===== config.mk =====
export PLATFORM = sky130hd
export DESIGN_NAME = reno_congestion_window_control
export DESIGN_NICKNAME = d
export VERILOG_FILES = /design/src/rtl/rcwc_pkg.sv /design/src/rtl/rcwc_in_stage.sv /design/src/rtl/rcwc_core.sv /design/src/rtl/rcwc_out_stage.sv /design/src/rtl/reno_congestion_window_control.sv
export SDC_FILE = /design/constraint.sdc
export NUM_CORES = 1
export LEC_CHECK = 0
export BUFFER_PORTS_ARGS = -buffer_cell sky130_fd_sc_hd__buf_2
export CORE_MARGIN = 10
export CORE_UTILIZATION = 55
export CTS_CLUSTER_DIAMETER = 40
export DETAILED_ROUTE_END_ITERATION = 12
export PLACE_DENSITY = 0.71
export SETUP_SLACK_MARGIN = 0.2
export SLEW_MARGIN = 20
export SYNTH_ARGS = -nofsm -noshare
export SYNTH_HDL_FRONTEND = slang
export SYNTH_SLANG_ARGS = --single-unit

===== constraint.sdc =====
create_clock -name clock -period 9.9 [get_ports clock]
set_clock_uncertainty 0.2 [all_clocks]
set_input_delay 1.98 -clock clock [delete_from_list [all_inputs] [get_ports clock]]
set_output_delay 1.98 -clock clock [all_outputs]
set_load 0.05 [all_outputs]

===== src/rtl/rcwc_pkg.sv =====
// Shared types and constants for the Reno congestion window controller.
// No dependencies; rcwc_core and the top level refer to it by scoped names.
`timescale 1ns / 1ps

package rcwc_pkg;

   // Default widths for the top level parameters
   localparam int SEQ_BITS_DEF    = 16;
   localparam int WINDOW_BITS_DEF = 10;

   // Fixed field widths
   localparam int CMD_W   = 2;
   localparam int CODE_W  = 2;
   localparam int BUF_W   = 6;
   localparam int CFG_W   = 10;
   localparam int REL_W   = 6;
   localparam int ACKS_W  = 10;
   localparam int DUP_W   = 8;
   localparam int CSR_IDX_W = 1;

   // Register reset values and limits
   localparam logic [BUF_W-1:0]  BUF_LIMIT_RST   = 6'd32;
   localparam logic [CFG_W-1:0]  INIT_THRESH_RST = 10'd16;
   localparam logic [BUF_W-1:0]  BUF_MAX         = 6'h3F;
   localparam logic [REL_W-1:0]  REL_MAX         = 6'h3F;
   localparam logic [ACKS_W-1:0] ACKS_MAX        = 10'h3FF;
   localparam logic [DUP_W-1:0]  DUP_MAX         = 8'hFF;
   localparam logic [DUP_W-1:0]  DUP_TRIGGER     = 8'd3;
   localparam int                RECOV_BOOST     = 3;

   // Configuration register indexes
   localparam logic [CSR_IDX_W-1:0] CSR_BUF_LIMIT   = 1'b0;
   localparam logic [CSR_IDX_W-1:0] CSR_INIT_THRESH = 1'b1;

   // Event kinds carried in tuser
   typedef enum logic [CMD_W-1:0] {
      CMD_SEND    = 2'd0,
      CMD_RX      = 2'd1,
      CMD_TIMEOUT = 2'd2,
      CMD_IDLE    = 2'd3
   } cmd_type;

   // Retransmit requests
   localparam logic [CODE_W-1:0] RETX_NONE   = 2'd0;
   localparam logic [CODE_W-1:0] RETX_OLDEST = 2'd1;
   localparam logic [CODE_W-1:0] RETX_WINDOW = 2'd2;

   // Timer commands
   localparam logic [CODE_W-1:0] TMR_LEAVE   = 2'd0;
   localparam logic [CODE_W-1:0] TMR_RESTART = 2'd1;
   localparam logic [CODE_W-1:0] TMR_STOP    = 2'd2;

   // Phase as reported on the result channel
   localparam logic [CODE_W-1:0] PHASE_CODE_SLOW  = 2'd0;
   localparam logic [CODE_W-1:0] PHASE_CODE_AVOID = 2'd1;
   localparam logic [CODE_W-1:0] PHASE_CODE_RECOV = 2'd2;

   // Congestion phase state machine
   typedef enum logic [2:0] {
      PH_SLOW  = 3'b001,
      PH_AVOID = 3'b010,
      PH_RECOV = 3'b100
   } phase_type;

endpackage


===== src/rtl/rcwc_in_stage.sv =====
// Input register of the Reno window controller: holds one request transaction.
// Depends on nothing but its parameters.
`timescale 1ns / 1ps

module rcwc_in_stage #(
   parameter int DATA_W = 24,
   parameter int USER_W = 2
) (
   input  logic              clock,
   input  logic              reset,
   input  logic              req_tvalid,
   output logic              req_tready,
   input  logic [DATA_W-1:0] req_tdata,
   input  logic [USER_W-1:0] req_tuser,
   input  logic              fire,
   output logic              item_valid,
   output logic [DATA_W-1:0] item_data,
   output logic [USER_W-1:0] item_user
);

   logic              valid_ff, valid_in;
   logic [DATA_W-1:0] data_ff;
   logic [USER_W-1:0] user_ff;
   logic              take;

   // Accept when empty or when the held item moves on this cycle
   assign req_tready = !valid_ff || fire;
   assign take       = req_tvalid && req_tready;

   always_comb begin
      if (take) begin
         valid_in = 1'b1;
      end else if (fire) begin
         valid_in = 1'b0;
      end else begin
         valid_in = valid_ff;
      end
   end

   always_ff @(posedge clock) begin
      if (reset) begin
         valid_ff <= 1'b0;
      end else begin
         valid_ff <= valid_in;
      end
   end

   // Capture payload on accept
   always_ff @(posedge clock) begin
      if (take) begin
         data_ff <= req_tdata;
         user_ff <= req_tuser;
      end
   end

   assign item_valid = valid_ff;
   assign item_data  = data_ff;
   assign item_user  = user_ff;

endmodule


===== src/rtl/rcwc_core.sv =====
// Window state and single-pass update logic of the Reno window controller.
// Depends on rcwc_pkg.
`timescale 1ns / 1ps

module rcwc_core #(
   parameter int SEQ_BITS    = rcwc_pkg::SEQ_BITS_DEF,
   parameter int WINDOW_BITS = rcwc_pkg::WINDOW_BITS_DEF,
   parameter int DATA_W      = 24,
   parameter int RSP_W       = 56
) (
   input  logic                          clock,
   input  logic                          reset,
   input  logic                          fire,
   input  logic [rcwc_pkg::CMD_W-1:0]    item_user,
   input  logic [DATA_W-1:0]             item_data,
   input  logic                          csr_we,
   input  logic [rcwc_pkg::CSR_IDX_W-1:0] csr_index,
   input  logic [rcwc_pkg::CFG_W-1:0]    csr_wdata,
   output logic [RSP_W-1:0]              result
);

   localparam int S    = SEQ_BITS;
   localparam int W    = WINDOW_BITS;
   localparam int CMPW = S + W;
   localparam int SATW = rcwc_pkg::CFG_W + W;
   localparam logic [W-1:0] WMAX  = {W{1'b1}};
   localparam logic [W-1:0] W_ONE = W'(1);

   // Threshold load from a register write: zero reads as one, cap at WMAX
   function automatic logic [W-1:0] sat_cfg(input logic [rcwc_pkg::CFG_W-1:0] v);
      logic [rcwc_pkg::CFG_W-1:0] vv;
      vv = (v == '0) ? rcwc_pkg::CFG_W'(1) : v;
      if (SATW'(vv) > SATW'(WMAX)) begin
         return WMAX;
      end
      return W'(vv);
   endfunction

   localparam logic [W-1:0] SSTH_RST = sat_cfg(rcwc_pkg::INIT_THRESH_RST);

   // State
   logic [S-1:0]                    base_ff, base_in;
   logic [S-1:0]                    next_ff, next_in;
   logic [W-1:0]                    cwnd_ff, cwnd_in;
   logic [W-1:0]                    ssth_ff, ssth_in;
   rcwc_pkg::phase_type             phase_ff, phase_in;
   logic [rcwc_pkg::DUP_W-1:0]      dup_ff, dup_in;
   logic [rcwc_pkg::ACKS_W-1:0]     acks_ff, acks_in;
   logic [rcwc_pkg::BUF_W-1:0]      buflim_ff;

   // Item fields
   rcwc_pkg::cmd_type cmd;
   logic [S-1:0]      ack;
   logic              intact, ackf, rstf;

   // Shared terms
   logic [S-1:0]      outstanding, ack_next, ack_span;
   logic [CMPW-1:0]   usable;
   logic              fits, is_new, is_dup;
   logic [W-1:0]      cw_inc, half_raw, half, half_p3_sat;
   logic [W:0]        half_p3;
   logic [rcwc_pkg::ACKS_W-1:0] acks_inc;
   logic [rcwc_pkg::DUP_W-1:0]  dup_inc;
   logic [rcwc_pkg::REL_W-1:0]  released_cnt;

   // Result fields
   logic                        granted, peer;
   logic [S-1:0]                seq;
   logic [rcwc_pkg::CODE_W-1:0] retx, timer, phase_code;
   logic [rcwc_pkg::REL_W-1:0]  released;

   assign cmd    = rcwc_pkg::cmd_type'(item_user);
   assign ack    = item_data[S-1:0];
   assign intact = item_data[S];
   assign ackf   = item_data[S+1];
   assign rstf   = item_data[S+2];

   // Sequence space arithmetic, all modulo 2^S
   assign outstanding = next_ff - base_ff;
   assign ack_next    = ack + S'(1);
   assign ack_span    = ack_next - base_ff;
   assign usable      = (CMPW'(cwnd_ff) < CMPW'(buflim_ff)) ? CMPW'(cwnd_ff)
                                                            : CMPW'(buflim_ff);
   assign fits        = CMPW'(outstanding) < usable;
   assign is_new      = (ack_span != '0) && (ack_span <= outstanding);
   assign is_dup      = (ack_span == '0) && (outstanding != '0);
   assign released_cnt = (ack_span > S'(rcwc_pkg::REL_MAX)) ? rcwc_pkg::REL_MAX
                                                            : ack_span[rcwc_pkg::REL_W-1:0];

   // Window arithmetic
   assign cw_inc      = (cwnd_ff == WMAX) ? WMAX : cwnd_ff + W_ONE;
   assign half_raw    = cwnd_ff >> 1;
   assign half        = (half_raw == '0) ? W_ONE : half_raw;
   assign half_p3     = {1'b0, half} + (W+1)'(rcwc_pkg::RECOV_BOOST);
   assign half_p3_sat = (half_p3 > {1'b0, WMAX}) ? WMAX : half_p3[W-1:0];
   assign acks_inc    = (acks_ff == rcwc_pkg::ACKS_MAX) ? acks_ff
                                                        : acks_ff + rcwc_pkg::ACKS_W'(1);
   assign dup_inc     = (dup_ff == rcwc_pkg::DUP_MAX) ? dup_ff
                                                      : dup_ff + rcwc_pkg::DUP_W'(1);

   // Next state and result for the item in the input register
   always_comb begin
      logic [W-1:0] grown, grown_inc;
      base_in  = base_ff;
      next_in  = next_ff;
      cwnd_in  = cwnd_ff;
      ssth_in  = ssth_ff;
      phase_in = phase_ff;
      dup_in   = dup_ff;
      acks_in  = acks_ff;
      granted  = 1'b0;
      peer     = 1'b0;
      seq      = '0;
      retx     = rcwc_pkg::RETX_NONE;
      timer    = rcwc_pkg::TMR_LEAVE;
      released = '0;
      grown     = cwnd_ff;
      grown_inc = cw_inc;
      case (cmd)
         rcwc_pkg::CMD_SEND: begin
            if (fits) begin
               granted = 1'b1;
               seq     = next_ff;
               next_in = next_ff + S'(1);
               if (outstanding == '0) begin
                  timer = rcwc_pkg::TMR_RESTART;
               end
            end
         end
         rcwc_pkg::CMD_RX: begin
            if (intact && ackf) begin
               acks_in = acks_inc;
               if (is_new) begin
                  released = released_cnt;
                  base_in  = ack_next;
                  dup_in   = '0;
                  timer    = (ack_next == next_ff) ? rcwc_pkg::TMR_STOP
                                                   : rcwc_pkg::TMR_RESTART;
                  case (phase_ff)
                     rcwc_pkg::PH_SLOW: begin
                        cwnd_in = cw_inc;
                        if (cw_inc >= ssth_ff) begin
                           phase_in = rcwc_pkg::PH_AVOID;
                        end
                     end
                     default: begin
                        // Grow by one once a window's worth of ACKs is counted
                        if (CMPW'(acks_inc) >= CMPW'(cwnd_ff)) begin
                           grown   = cw_inc;
                           acks_in = '0;
                        end
                        grown_inc = (grown == WMAX) ? WMAX : grown + W_ONE;
                        cwnd_in   = grown;
                        // Deflate to at most the threshold and leave fast recovery
                        if (phase_ff == rcwc_pkg::PH_RECOV) begin
                           cwnd_in  = (grown_inc < ssth_ff) ? grown_inc : ssth_ff;
                           phase_in = rcwc_pkg::PH_AVOID;
                        end
                     end
                  endcase
               end else if (is_dup) begin
                  dup_in = dup_inc;
                  if (dup_inc == rcwc_pkg::DUP_TRIGGER) begin
                     ssth_in  = half;
                     cwnd_in  = half_p3_sat;
                     phase_in = rcwc_pkg::PH_RECOV;
                     retx     = rcwc_pkg::RETX_OLDEST;
                  end
               end
            end else if (intact && rstf) begin
               peer = 1'b1;
            end
         end
         rcwc_pkg::CMD_TIMEOUT: begin
            ssth_in  = half;
            cwnd_in  = W_ONE;
            phase_in = rcwc_pkg::PH_SLOW;
            dup_in   = '0;
            if (outstanding != '0) begin
               retx  = rcwc_pkg::RETX_WINDOW;
               timer = rcwc_pkg::TMR_RESTART;
            end else begin
               timer = rcwc_pkg::TMR_STOP;
            end
         end
         default: begin
         end
      endcase
   end

   always_comb begin
      case (phase_in)
         rcwc_pkg::PH_SLOW:  phase_code = rcwc_pkg::PHASE_CODE_SLOW;
         rcwc_pkg::PH_AVOID: phase_code = rcwc_pkg::PHASE_CODE_AVOID;
         rcwc_pkg::PH_RECOV: phase_code = rcwc_pkg::PHASE_CODE_RECOV;
         default:            phase_code = rcwc_pkg::PHASE_CODE_SLOW;
      endcase
   end

   // Pack the result, granted in the lowest bit, zero padded to RSP_W
   assign result = RSP_W'({peer, released, phase_code, ssth_in, cwnd_in,
                           timer, retx, seq, granted});

   // Advance state on each item; register writes are to be made while idle, which the block itself does not enforce
   always_ff @(posedge clock) begin
      if (reset) begin
         base_ff   <= S'(1);
         next_ff   <= S'(1);
         cwnd_ff   <= W_ONE;
         ssth_ff   <= SSTH_RST;
         phase_ff  <= rcwc_pkg::PH_SLOW;
         dup_ff    <= '0;
         acks_ff   <= '0;
         buflim_ff <= rcwc_pkg::BUF_LIMIT_RST;
      end else begin
         if (fire) begin
            base_ff  <= base_in;
            next_ff  <= next_in;
            cwnd_ff  <= cwnd_in;
            ssth_ff  <= ssth_in;
            phase_ff <= phase_in;
            dup_ff   <= dup_in;
            acks_ff  <= acks_in;
         end
         if (csr_we) begin
            case (csr_index)
               rcwc_pkg::CSR_BUF_LIMIT:
                  buflim_ff <= csr_wdata[rcwc_pkg::BUF_W-1:0];
               rcwc_pkg::CSR_INIT_THRESH:
                  ssth_ff <= sat_cfg(csr_wdata);
               default: begin
               end
            endcase
         end
      end
   end

   // A granted send advances the next sequence number by exactly one
   a_grant_advance: assert property (@(posedge clock) disable iff (reset)
      fire && granted |=> next_ff == $past(next_ff) + S'(1))
      else $error("next sequence did not advance after a grant");

   // Window and threshold never collapse to zero
   a_cwnd_nonzero: assert property (@(posedge clock) disable iff (reset)
      cwnd_ff != '0)
      else $error("congestion window is zero");

   a_ssth_nonzero: assert property (@(posedge clock) disable iff (reset)
      ssth_ff != '0)
      else $error("slow start threshold is zero");

   // Outstanding count stays within the largest send buffer
   a_outstanding_bound: assert property (@(posedge clock) disable iff (reset)
      CMPW'(outstanding) <= CMPW'(rcwc_pkg::BUF_MAX))
      else $error("outstanding count exceeds send buffer");

   // Window moves only when an item is processed
   a_cwnd_hold: assert property (@(posedge clock) disable iff (reset)
      !fire |=> cwnd_ff == $past(cwnd_ff))
      else $error("congestion window changed without an item");

endmodule


===== src/rtl/rcwc_out_stage.sv =====
// Result register of the Reno window controller: holds one response transaction.
// Depends on nothing but its parameters.
`timescale 1ns / 1ps

module rcwc_out_stage #(
   parameter int RSP_W = 56
) (
   input  logic             clock,
   input  logic             reset,
   input  logic             fire,
   input  logic [RSP_W-1:0] result,
   output logic             space,
   output logic             rsp_tvalid,
   input  logic             rsp_tready,
   output logic [RSP_W-1:0] rsp_tdata
);

   logic             valid_ff, valid_in;
   logic [RSP_W-1:0] data_ff;

   // Room for a new result when empty or when the held one leaves now
   assign space = !valid_ff || rsp_tready;

   always_comb begin
      if (fire) begin
         valid_in = 1'b1;
      end else if (rsp_tready) begin
         valid_in = 1'b0;
      end else begin
         valid_in = valid_ff;
      end
   end

   always_ff @(posedge clock) begin
      if (reset) begin
         valid_ff <= 1'b0;
      end else begin
         valid_ff <= valid_in;
      end
   end

   always_ff @(posedge clock) begin
      if (fire) begin
         data_ff <= result;
      end
   end

   assign rsp_tvalid = valid_ff;
   assign rsp_tdata  = data_ff;

endmodule


===== src/rtl/reno_congestion_window_control.sv =====
// Reno congestion window controller, sender side. Takes one event per clock
// while the response channel is ready (send request, received packet or timer
// expiry) and returns one result per event, in order. An event passes through
// an input register, one pass of window update logic and a result register,
// one event per cycle sustained while the response channel takes results. The
// input register lets a new event in while the previous result waits, if it is
// empty. Register writes take effect at once; there is no memory and no
// clearing pass after reset.
// Depends on rcwc_pkg, rcwc_in_stage, rcwc_core and rcwc_out_stage.
`timescale 1ns / 1ps

module reno_congestion_window_control #(
   parameter int SEQ_BITS    = rcwc_pkg::SEQ_BITS_DEF,
   parameter int WINDOW_BITS = rcwc_pkg::WINDOW_BITS_DEF,
   localparam int REQ_W = ((SEQ_BITS + 3 + 7) / 8) * 8,
   localparam int RSP_W = ((SEQ_BITS + 2 * WINDOW_BITS + 14 + 7) / 8) * 8
) (
   input  logic                           clock,
   input  logic                           reset,
   // Request channel
   input  logic                           req_tvalid,
   output logic                           req_tready,
   // ack_number, intact, ack_flag, reset_flag, zero pad
   input  logic [REQ_W-1:0]               req_tdata,
   // command
   input  logic [rcwc_pkg::CMD_W-1:0]     req_tuser,
   // Response channel
   output logic                           rsp_tvalid,
   input  logic                           rsp_tready,
   // send_granted, assigned_seq, retransmit, timer_action, window_now,
   // threshold_now, phase, released_count, peer_reset, zero pad
   output logic [RSP_W-1:0]               rsp_tdata,
   // Configuration writes
   input  logic                           csr_we,
   input  logic [rcwc_pkg::CSR_IDX_W-1:0] csr_index,
   input  logic [rcwc_pkg::CFG_W-1:0]     csr_wdata
);

   logic                       item_valid, space, fire;
   logic [REQ_W-1:0]           item_data;
   logic [rcwc_pkg::CMD_W-1:0] item_user;
   logic [RSP_W-1:0]           result;

   // Move the held item into the result register
   assign fire = item_valid && space;

   rcwc_in_stage #(
      .DATA_W(REQ_W),
      .USER_W(rcwc_pkg::CMD_W)
   ) u_in (
      .clock      (clock),
      .reset      (reset),
      .req_tvalid (req_tvalid),
      .req_tready (req_tready),
      .req_tdata  (req_tdata),
      .req_tuser  (req_tuser),
      .fire       (fire),
      .item_valid (item_valid),
      .item_data  (item_data),
      .item_user  (item_user)
   );

   rcwc_core #(
      .SEQ_BITS    (SEQ_BITS),
      .WINDOW_BITS (WINDOW_BITS),
      .DATA_W      (REQ_W),
      .RSP_W       (RSP_W)
   ) u_core (
      .clock     (clock),
      .reset     (reset),
      .fire      (fire),
      .item_user (item_user),
      .item_data (item_data),
      .csr_we    (csr_we),
      .csr_index (csr_index),
      .csr_wdata (csr_wdata),
      .result    (result)
   );

   rcwc_out_stage #(
      .RSP_W(RSP_W)
   ) u_out (
      .clock      (clock),
      .reset      (reset),
      .fire       (fire),
      .result     (result),
      .space      (space),
      .rsp_tvalid (rsp_tvalid),
      .rsp_tready (rsp_tready),
      .rsp_tdata  (rsp_tdata)
   );

endmodule

==> results.py, run 1 <==
metrics = {
    "timing": {
        "rsz0062_at_grt": "no",
        "hold_viol_final": 0,
        "finalMaxSlewViolations": 0,
        "timing.final.crit_period_ns": 8.204,
        "layout_setup_ws_ns": 1.696,
        "fin_setup_tns_ns": 0,
        "max_slew_margin_pct": 23.58,
        "fmax_mhz": 121.9,
        "fin_crit_sh_pct": 82.87,
        "setup_viol": 0,
        "worst-slew-pin-transition_ns": 1.137,
    },
    "routing": {
        "first_pass_iters": 6,
        "drt-initial-drc-count": 1419,
        "drc_errors": 0,
        "wirelength_um": 38170,
        "wl_per_cell_um": 21.30,
        "num_vias": 11665,
        "antenna_left": 0,
        "vias_per_cell": 6.509,
    },
    "global_routing": {
        "grt_first_pass_wirelength_um": 59680,
        "grt_use_met1_pct": 37.98,
        "grt_busiest_layer": "met1",
        "use_met3_pct": 6.403,
        "grt_max_degree": 66,
        "grt_pass1_vias": 10626,
        "grt_usage_pct": 26.07,
        "overflow": 0,
        "met2_usage_pct": 36.79,
        "antenna_found_initial": 0,
    },
    "setup_path": {
        "r2r_start": "u_core.acks_ff[3]$_SDFFE_PP0P_",
        "worstPathArrival_ns": 8.17,
        "worstSetupStartpoint": "u_core.acks_ff[3]$_SDFFE_PP0P_",
        "crit_path_max_fanout": 15,
        "end_kind": "flop",
        "start_kind": "flop",
        "crit_slowest_cell": "nor2_1",
        "crit_top_cell": "nor2_1",
        "crit_type": "reg -> reg",
        "cpPeakStageDelay_ns": 0.74,
        "worstPathRequired_ns": 9.86,
    },
    "clock_tree": {
        "clk_path_buf_depth": 2,
        "numClockSinks": 152,
        "cts_setup_buffers": 0,
        "path_clk_slew_ns": 0.07,
        "cts_resized": 0,
        "cts_tree": "yes",
        "cts_hold_buf": 0,
        "clkLatencyLatePin_ns": 0.44,
        "clockRootBuffer": "clkbuf_16",
        "htree_levels": 4,
        "numCtsBuffers": 17,
    },
    "hold_path": {
        "holdCritPathClass": "reg -> reg",
        "hold_start": "u_core.acks_ff[5]$_SDFFE_PP0P_",
    },
    "placed_design": {
        "port_buffers": 88,
        "hpwl_um": 28740,
        "place_area_mm2": 0.01269,
        "pre_cts_ws_ns": 1.670,
        "globalplace.congestion": 0.9796,
        "dp_cells": 1760,
    },
    "pwr": {
        "powerDensity_mw_per_mm2": 140.5,
        "ir_drop_uv": 128.7,
        "leakage_uw": 0.005208,
    },
    "synthesis": {
        "synthCells": 1442,
        "async_flop_share_pct": 0,
        "yosysWarnings": 0,
        "syn_area_per_cell_um2": 8.356,
        "synth-seq-cells": 152,
        "yosys_most_used_dff": "dfxtp_1",
        "synth_edf_count": 71,
        "syn-cell-area_mm2": 0.01205,
        "ys_seq_area_share_pct": 31.15,
        "synth_cell_types": 92,
    },
    "die": {
        "start_util_pct": 55.56,
        "die_y_um": 168.0,
        "core-area_mm2": 0.02169,
        "dieArea_mm2": 0.02823,
        "chipWidth_um": 168.0,
        "row_count": 54,
        "io_pins": 100,
    },
    "status": {
        "status": "completed",
    },
    "finish": {
        "layout.nets": 1643,
        "drive_gt1_share_pct": 11.38,
        "stdcell_area_mm2": 0.01330,
        "final_cell_count_no_fill": 1792,
        "antenna_cells_inserted": 0,
        "syn_to_final_growth_pct": 10.36,
    },
    "job": {
        "max-cap-violations": 0,
    },
}
[worst max-delay path, delay by kind of cell, from the launching register on]
kind	cells	cell delay [ns]
flip-flops	1	0.44
adder cells (fa/ha/maj)	3	0.93
XOR/XNOR	1	0.20
multiplexers	1	0.27
AO/OA/AOI/OAI	11	2.76
AND/OR/NAND/NOR	12	3.06
buffers and inverters	1	0.06
[path summary, 6_finish.rpt]
| path | slack, ns | depth (start not counted) | to |
|---|---|---|---|
| worst max-delay path | 1.70 | 29 | u_out.rsp_tdata[29]$_DFFE_PP_ |
| worst min-delay path | 0.28 | 2 | u_core.acks_ff[5]$_SDFFE_PP0P_ |
| worst max register to register | 1.70 | 29 | u_out.rsp_tdata[29]$_DFFE_PP_ |
| worst min register to register | 0.28 | 2 | u_core.acks_ff[5]$_SDFFE_PP0P_ |
[cells in the mapped netlist, drive strengths merged (23+ instances only)]
cell / number / area share [%]
edfxtp: 71 / 18
nand3: 73 / 3.1
inv: 82 / 2.6
nand2: 125 / 3.9
dfxtp: 81 / 13
clkbuf: 56 / 1.7
o21ai: 65 / 2.7
a211oi: 24 / 1.6
xnor2: 53 / 3.9
a21o: 23 / 1.4
nor3: 35 / 1.5
nor2: 113 / 3.5
a21oi: 125 / 5.2
ha: 100 / 10
and3: 28 / 1.5
[final cells by class]
type	count	area, um2
flip-flops and latches	152	3754
fillers	1929	8391
multi-input cells	1139	7707
well taps	280	350.3
inverters	84	315.3
clock inverters	13	170.2
repair buffers	105	568.0
clock buffers	19	432.9
[placed cells by master (no fill, tap or decap), drive strengths merged, types with 65 or more instances in the layout]
master  Yosys  layout
nand2     125     125
a21oi     125     125
nor2      113     113
buf        19     105
ha        100     100
inv        82      87
dfxtp      81      81
nand3      73      73
edfxtp     71      71
o21ai      65      65
[stage by stage]
stage | power (uW) | util [%] | hold WS, ns
CTS | 1852 | 61.28 | 0.2783
detailed placement | 1178 | 58.50 | 0.2685
global route | 1935 | 61.31 | 0.2896
global placement | 1170 | 58.50 | 0.2671
finish | 1868 | 61.31 | 0.2763
floorplan | 1049 | - | 0.2524
[state kept, by name, indices dropped and copies added (netlist names)]
| name | count |
|---|---|
| u_core.next_ff | 16 |
| u_in.item_valid | 1 |
| u_in.item_data | 19 |
| u_out.rsp_tvalid | 1 |
| u_core.base_ff | 16 |
| u_core.buflim_ff | 6 |
| u_core.phase_ff | 3 |
| u_core.ssth_ff | 10 |
| u_core.cwnd_ff | 10 |
| u_out.rsp_tdata | 50 |
| u_core.dup_ff | 8 |
| u_in.item_user | 2 |
| u_core.acks_ff | 10 |
[layer usage]
metal,share of wire [%],vias up,wire [um]
met5,0,-,0
met2,41,656,15600
met3,12,78,4421
met4,2.6,0,978
li1,-,5471,-
met1,45,5460,17170
[cells by family after synthesis]
group | Yosys count | share of synthesized area [%]
simple gates | 514 | 21.51
compound gates | 420 | 23.90
buf+inv | 159 | 5.296
flops | 152 | 31.15
fa+ha+maj | 102 | 10.72
xor+xnor | 70 | 5.275
mux | 23 | 2.087
other cells | 2 | 0.06233
[power breakdown]
group	total, uW	switching [uW]	leakage [uW]	internal, uW
Clock	686	285	0.000290	400
Combinational	483	327	0.00358	156
Sequential	699	17.6	0.00134	682
Total	1870	630	0.00521	1240
No activity file was read; power rests on OpenSTA's default activity.
==> run 2, diff against run 1 <==
==> constraint.sdc (replaced) <==
create_clock -name clock -period 8 [get_ports clock]
set_clock_uncertainty 0.2 [all_clocks]
set_input_delay 1.6 -clock clock [delete_from_list [all_inputs] [get_ports clock]]
set_output_delay 1.6 -clock clock [all_outputs]
set_load 0.05 [all_outputs]
==> results.py, run 2 (synthesis gave the netlist of run 1 again) <==
metrics = {
    "clock_tree": {
        "path_clk_slew_ns": 0.08,
        "cts_setup_buffers": 0,
        "clockRootBuffer": "clkbuf_16",
        "cts_tree": "yes",
        "clkLatencyLatePin_ns": 0.44,
        "numClockSinks": 152,
        "cts_resized": 0,
        "clk_path_buf_depth": 2,
        "cts_hold_buf": 0,
        "htree_levels": 4,
        "numCtsBuffers": 17,
    },
    "timing": {
        "max_slew_margin_pct": 27.39,
        "timing.final.crit_period_ns": 7.222,
        "fmax_mhz": 138.5,
        "rsz0062_at_grt": "no",
        "setup_viol": 0,
        "hold_viol_final": 0,
        "fin_setup_tns_ns": 0,
        "fin_crit_sh_pct": 90.27,
        "finalMaxSlewViolations": 0,
        "worst-slew-pin-transition_ns": 1.078,
    },
    "die": {
        "core-area_mm2": 0.02169,
        "start_util_pct": 55.56,
        "chipWidth_um": 168.0,
        "die_y_um": 168.0,
        "io_pins": 100,
        "row_count": 54,
        "dieArea_mm2": 0.02823,
    },
    "routing": {
        "m1WireLength_um": 17270,
        "vias_per_cell": 6.523,
        "top_layer": "met4",
        "wirelength_um": 37950,
        "first_pass_iters": 6,
        "drc_errors": 0,
        "met3WireLength_um": 4573,
        "wl_per_cell_um": 21.11,
        "antenna_left": 0,
        "drt-initial-drc-count": 1520,
        "wl_met2_um": 15450,
        "num_vias": 11728,
    },
    "finish": {
        "drive_gt1_share_pct": 12.19,
        "layout.nets": 1649,
        "final_core_utilization_pct": 61.76,
        "antenna_cells_inserted": 0,
        "final_cell_mix": "nand2_1 (125), a21oi_1 (124), nor2_1 (113)",
        "syn_to_final_growth_pct": 11.16,
        "final_common_cell": "nand2_1",
        "largest_reg_flops": 50,
    },
    "pwr": {
        "leakage_uw": 0.005261,
        "ir_drop_uv": 159.0,
        "powerDensity_mw_per_mm2": 172.6,
    },
    "setup_path": {
        "r2r_setup_slack_ns": 0.78,
        "r2r_start": "u_core.acks_ff[3]$_SDFFE_PP0P_",
        "crit_slowest_cell": "or3_1",
        "reg2reg_to": "u_out.rsp_tdata[29]$_DFFE_PP_",
        "crit_path_max_fanout": 9,
        "r2r_cells": 31,
        "crit_type": "reg -> reg",
        "start_kind": "flop",
        "cpPeakStageDelay_ns": 0.48,
        "worstPathArrival_ns": 7.20,
        "end_kind": "flop",
        "worstPathRequired_ns": 7.98,
    },
    "hold_path": {
        "holdCritPathClass": "reg -> reg",
        "min_to": "u_core.acks_ff[8]$_SDFFE_PP0P_",
        "holdPathStages": 2,
        "hold_start": "u_core.acks_ff[8]$_SDFFE_PP0P_",
    },
    "placed_design": {
        "globalplace.congestion": 0.9873,
        "port_buffers": 88,
        "hpwl_um": 28350,
    },
    "global_routing": {
        "grt_pass1_vias": 10509,
        "antenna_found_initial": 0,
        "overflow": 0,
        "grt_first_pass_wirelength_um": 59370,
        "grt_usage_pct": 25.90,
        "grt_max_degree": 66,
    },
    "job": {
        "max-cap-violations": 0,
    },
    "status": {
        "status": "completed",
    },
}
-- run 2: area by class of cell --
type	count	area, um2
timing repair buffer	110	605.6
tap	280	350.3
inverter	84	315.3
clock buffer	17	425.4
fill	1905	8294
clock inverter	15	181.4
sequential	152	3754
multi-input combinational	1140	7762
-- run 2: how the worst max path moves through the flow --
stage	cells after the start	slack, ns	endpoint	from
CTS	31	0.41	u_out.rsp_tdata[23]$_DFFE_PP_	u_core.acks_ff[3]$_SDFFE_PP0P_
finish	31	0.78	u_out.rsp_tdata[29]$_DFFE_PP_	u_core.acks_ff[3]$_SDFFE_PP0P_
global route	31	0.24	u_out.rsp_tdata[26]$_DFFE_PP_	u_core.acks_ff[3]$_SDFFE_PP0P_
global placement	31	0.52	u_out.rsp_tdata[29]$_DFFE_PP_	u_core.acks_ff[3]$_SDFFE_PP0P_
detailed placement	31	0.47	u_out.rsp_tdata[26]$_DFFE_PP_	u_core.acks_ff[3]$_SDFFE_PP0P_
floorplan	35	1.07	u_out.rsp_tdata[23]$_DFFE_PP_	u_core.acks_ff[3]$_SDFFE_PP0P_
-- run 2: per-stage QoR --
stage | hold WS (ns) | instance area (um2) | worst slack [ns] | total power [uW] | instances
after global routing | 0.3091 | 13390 | 0.2389 | 2397 | 1798
after global placement | 0.2670 | 12720 | 0.5151 | 1453 | 1765
after CTS | 0.2848 | 13330 | 0.4053 | 2292 | 1797
final | 0.2800 | 13390 | 0.7781 | 2311 | 1798
after detailed placement | 0.2749 | 12720 | 0.4670 | 1460 | 1765
after floorplan | 0.2524 | 12080 | 1.073 | 1298 | 1450
-- run 2: per-layer routing --
| layer | vias up | global-route usage, % |
|---|---|---|
| met4 | 0 | 6.775 |
| met5 | - | 0 |
| met1 | 5496 | 38.60 |
| li1 | 5503 | - |
| met3 | 53 | 6.729 |
| met2 | 676 | 35.86 |
-- run 2: worst max-delay path: cells and delay by family, from the launching register on --
family                   cells  cell delay (ns)
XOR/XNOR                     2             0.31
AO/OA/AOI/OAI               12             2.33
adder cells (fa/ha/maj)      3             0.84
multiplexers                 1             0.23
buffers and inverters        1             0.06
AND/OR/NAND/NOR             12             2.56
flip-flops                   1             0.42
-- run 2: power breakdown --
part | internal, uW | leakage (uW) | switching (uW)
clock | 449 | 0.000295 | 395
sequential | 843 | 0.00134 | 21.9
combinational | 198 | 0.00363 | 405
==> run 3, diff against run 2 <==
--- a/config.mk
+++ b/config.mk
@@ -6,11 +6,13 @@
 export NUM_CORES = 1
 export LEC_CHECK = 0
 export BUFFER_PORTS_ARGS = -buffer_cell sky130_fd_sc_hd__buf_2
+export CELL_PAD_IN_SITES_DETAIL_PLACEMENT = 1
+export CELL_PAD_IN_SITES_GLOBAL_PLACEMENT = 1
 export CORE_MARGIN = 10
-export CORE_UTILIZATION = 55
+export CORE_UTILIZATION = 47
 export CTS_CLUSTER_DIAMETER = 40
 export DETAILED_ROUTE_END_ITERATION = 12
-export PLACE_DENSITY = 0.71
+export PLACE_DENSITY = 0.79
 export SETUP_SLACK_MARGIN = 0.2
 export SLEW_MARGIN = 20
 export SYNTH_ARGS = -nofsm -noshare
==> results.py, run 3 (synthesis gave the netlist of run 1 again) <==
metrics = {
    "global_routing": {
        "grt_first_pass_wirelength_um": 69870,
        "overflow": 0,
        "grt_max_degree": 66,
        "grt_pass1_vias": 12562,
        "grt_usage_pct": 26.39,
        "antenna_found_initial": 1,
    },
    "timing": {
        "max_slew_margin_pct": 27.63,
        "rsz0062_at_grt": "no",
        "finalMaxSlewViolations": 0,
        "setup_viol": 0,
        "worst-slew-pin-transition_ns": 1.078,
        "layout_setup_ws_ns": 0.7887,
        "fin_crit_sh_pct": 90.14,
        "hold_viol_final": 0,
        "fmax_mhz": 138.7,
        "timing.final.crit_period_ns": 7.211,
        "whs_ns": 0.2867,
        "fin_setup_tns_ns": 0,
    },
    "pwr": {
        "power.switching_uw": 874.6,
        "leakage_uw": 0.005301,
        "pwr-share-comb_pct": 26.8,
        "pwr-share-clk_pct": 36.4,
        "ir_drop_uv": 125.5,
        "powerDensity_mw_per_mm2": 173.7,
        "p_seq_share_pct": 36.8,
        "intPower_uw": 1473,
        "swShare_pct": 37.26,
    },
    "setup_path": {
        "crit_type": "reg -> reg",
        "crit_path_max_fanout": 6,
        "critPathBufInv": 2,
        "end_kind": "flop",
        "crit_family": "compound AO/OA/AOI/OAI gates",
        "crit_top_cell": "nor2_1",
        "r2r_start": "u_core.acks_ff[3]$_SDFFE_PP0P_",
        "worstPathArrival_ns": 7.19,
        "start_kind": "flop",
        "crit_slowest_cell": "a211oi_1",
        "worstSetupStartpoint": "u_core.acks_ff[3]$_SDFFE_PP0P_",
        "worstPathRequired_ns": 7.98,
        "cpPeakStageDelay_ns": 0.53,
    },
    "clock_tree": {
        "cts_tree": "yes",
        "numCtsBuffers": 17,
        "numClockSinks": 152,
        "htree_levels": 4,
        "clkLatencyLatePin_ns": 0.46,
        "path_clk_slew_ns": 0.09,
        "clockRootBuffer": "clkbuf_16",
        "clk_path_buf_depth": 2,
    },
    "finish": {
        "syn_to_final_growth_pct": 12.13,
        "stdcell_area_mm2": 0.01351,
        "antenna_cells_inserted": 0,
        "final_cell_mix": "nand2_1 (125), a21oi_1 (125), nor2_1 (113)",
        "largest_reg_flops": 50,
        "layout.nets": 1657,
        "drive_gt1_share_pct": 12.58,
        "nFillCells": 3061,
        "final_core_utilization_pct": 53.65,
    },
    "die": {
        "dieArea_mm2": 0.03244,
        "row_count": 58,
        "die_y_um": 180.1,
        "core-area_mm2": 0.02518,
        "start_util_pct": 47.85,
        "io_pins": 100,
        "chipWidth_um": 180.1,
    },
    "status": {
        "status": "completed",
    },
    "routing": {
        "first_pass_iters": 5,
        "vias_per_cell": 6.408,
        "antenna_left": 0,
        "drc_errors": 0,
        "drt-initial-drc-count": 820,
        "wirelength_um": 43880,
        "wl_per_cell_um": 23.64,
        "num_vias": 11894,
    },
    "placed_design": {
        "place_area_mm2": 0.01285,
        "port_buffers": 88,
        "hpwl_um": 33140,
        "globalplace.congestion": 0.9363,
        "pre_cts_ws_ns": 0.4237,
    },
    "hold_path": {
        "holdCritPathClass": "reg -> reg",
        "hold_start": "u_core.acks_ff[5]$_SDFFE_PP0P_",
    },
    "job": {
        "max-cap-violations": 0,
    },
}
## run 3: cell count changes in the layout (fill, tap and decap cells not counted), moves of 3 or more
cell      delta
a211oi_2     +3
buf_4        +9
a211oi_1     -3
clkinv_8     +3
## run 3: power by group through the flow
stage	Combinational (uW)	Sequential (uW)	Clock (uW)
after detailed placement	607	882	0
after global routing	678	867	892
after floorplan	380	918	0
after global placement	586	880	0
after CTS	614	864	863
final	628	864	855
## run 3: area by class of cell
type                            count  area, um2  area share, %
Timing Repair Buffer              119      673.1          4.982
Sequential cell                   152       3754          27.78
Clock buffer                       17      425.4          3.149
Clock inverter                     15      191.4          1.417
Multi-Input combinational cell   1139       7739          57.28
Tap cell                          330      412.9          3.056
Inverter                           84      315.3          2.334
## run 3: worst paths after layout
| kind | endpoint | slack, ns | depth (start not counted) |
|---|---|---|---|
| setup reg to reg | u_out.rsp_tdata[24]$_DFFE_PP_ | 0.79 | 30 |
| hold reg to reg | u_core.acks_ff[5]$_SDFFE_PP0P_ | 0.29 | 2 |
| hold / removal | u_core.acks_ff[5]$_SDFFE_PP0P_ | 0.29 | 2 |
| setup / recovery | u_out.rsp_tdata[24]$_DFFE_PP_ | 0.79 | 30 |
## run 3: routing by layer
| layer | share of wire (%) | track usage [%] |
|---|---|---|
| met2 | 51 | 47.44 |
| met4 | 6.0 | 16.90 |
| met1 | 39 | 28.28 |
| met3 | 4.6 | 4.116 |
| met5 | 0.032 | 0 |
## run 3: metrics by stage
| stage | total power, uW | instances |
|---|---|---|
| floorplan | 1298 | 1450 |
| global placement | 1467 | 1823 |
| detailed placement | 1488 | 1823 |
| CTS | 2340 | 1855 |
| global route | 2437 | 1856 |
| finish | 2347 | 1856 |
## run 3: worst min-delay path, cell delays in order, from the launching register on
cell	delay [ns]
dfxtp_1	0.33
nand2_1	0.06
a21oi_1	0.05
## run 3: timing repair
action | 4_1_cts | 5_1_grt
hold buffers | 0 | 0
gates resized for setup | 0 | 5
setup endpoints to repair | 0 | 13
setup buffers | 0 | 1
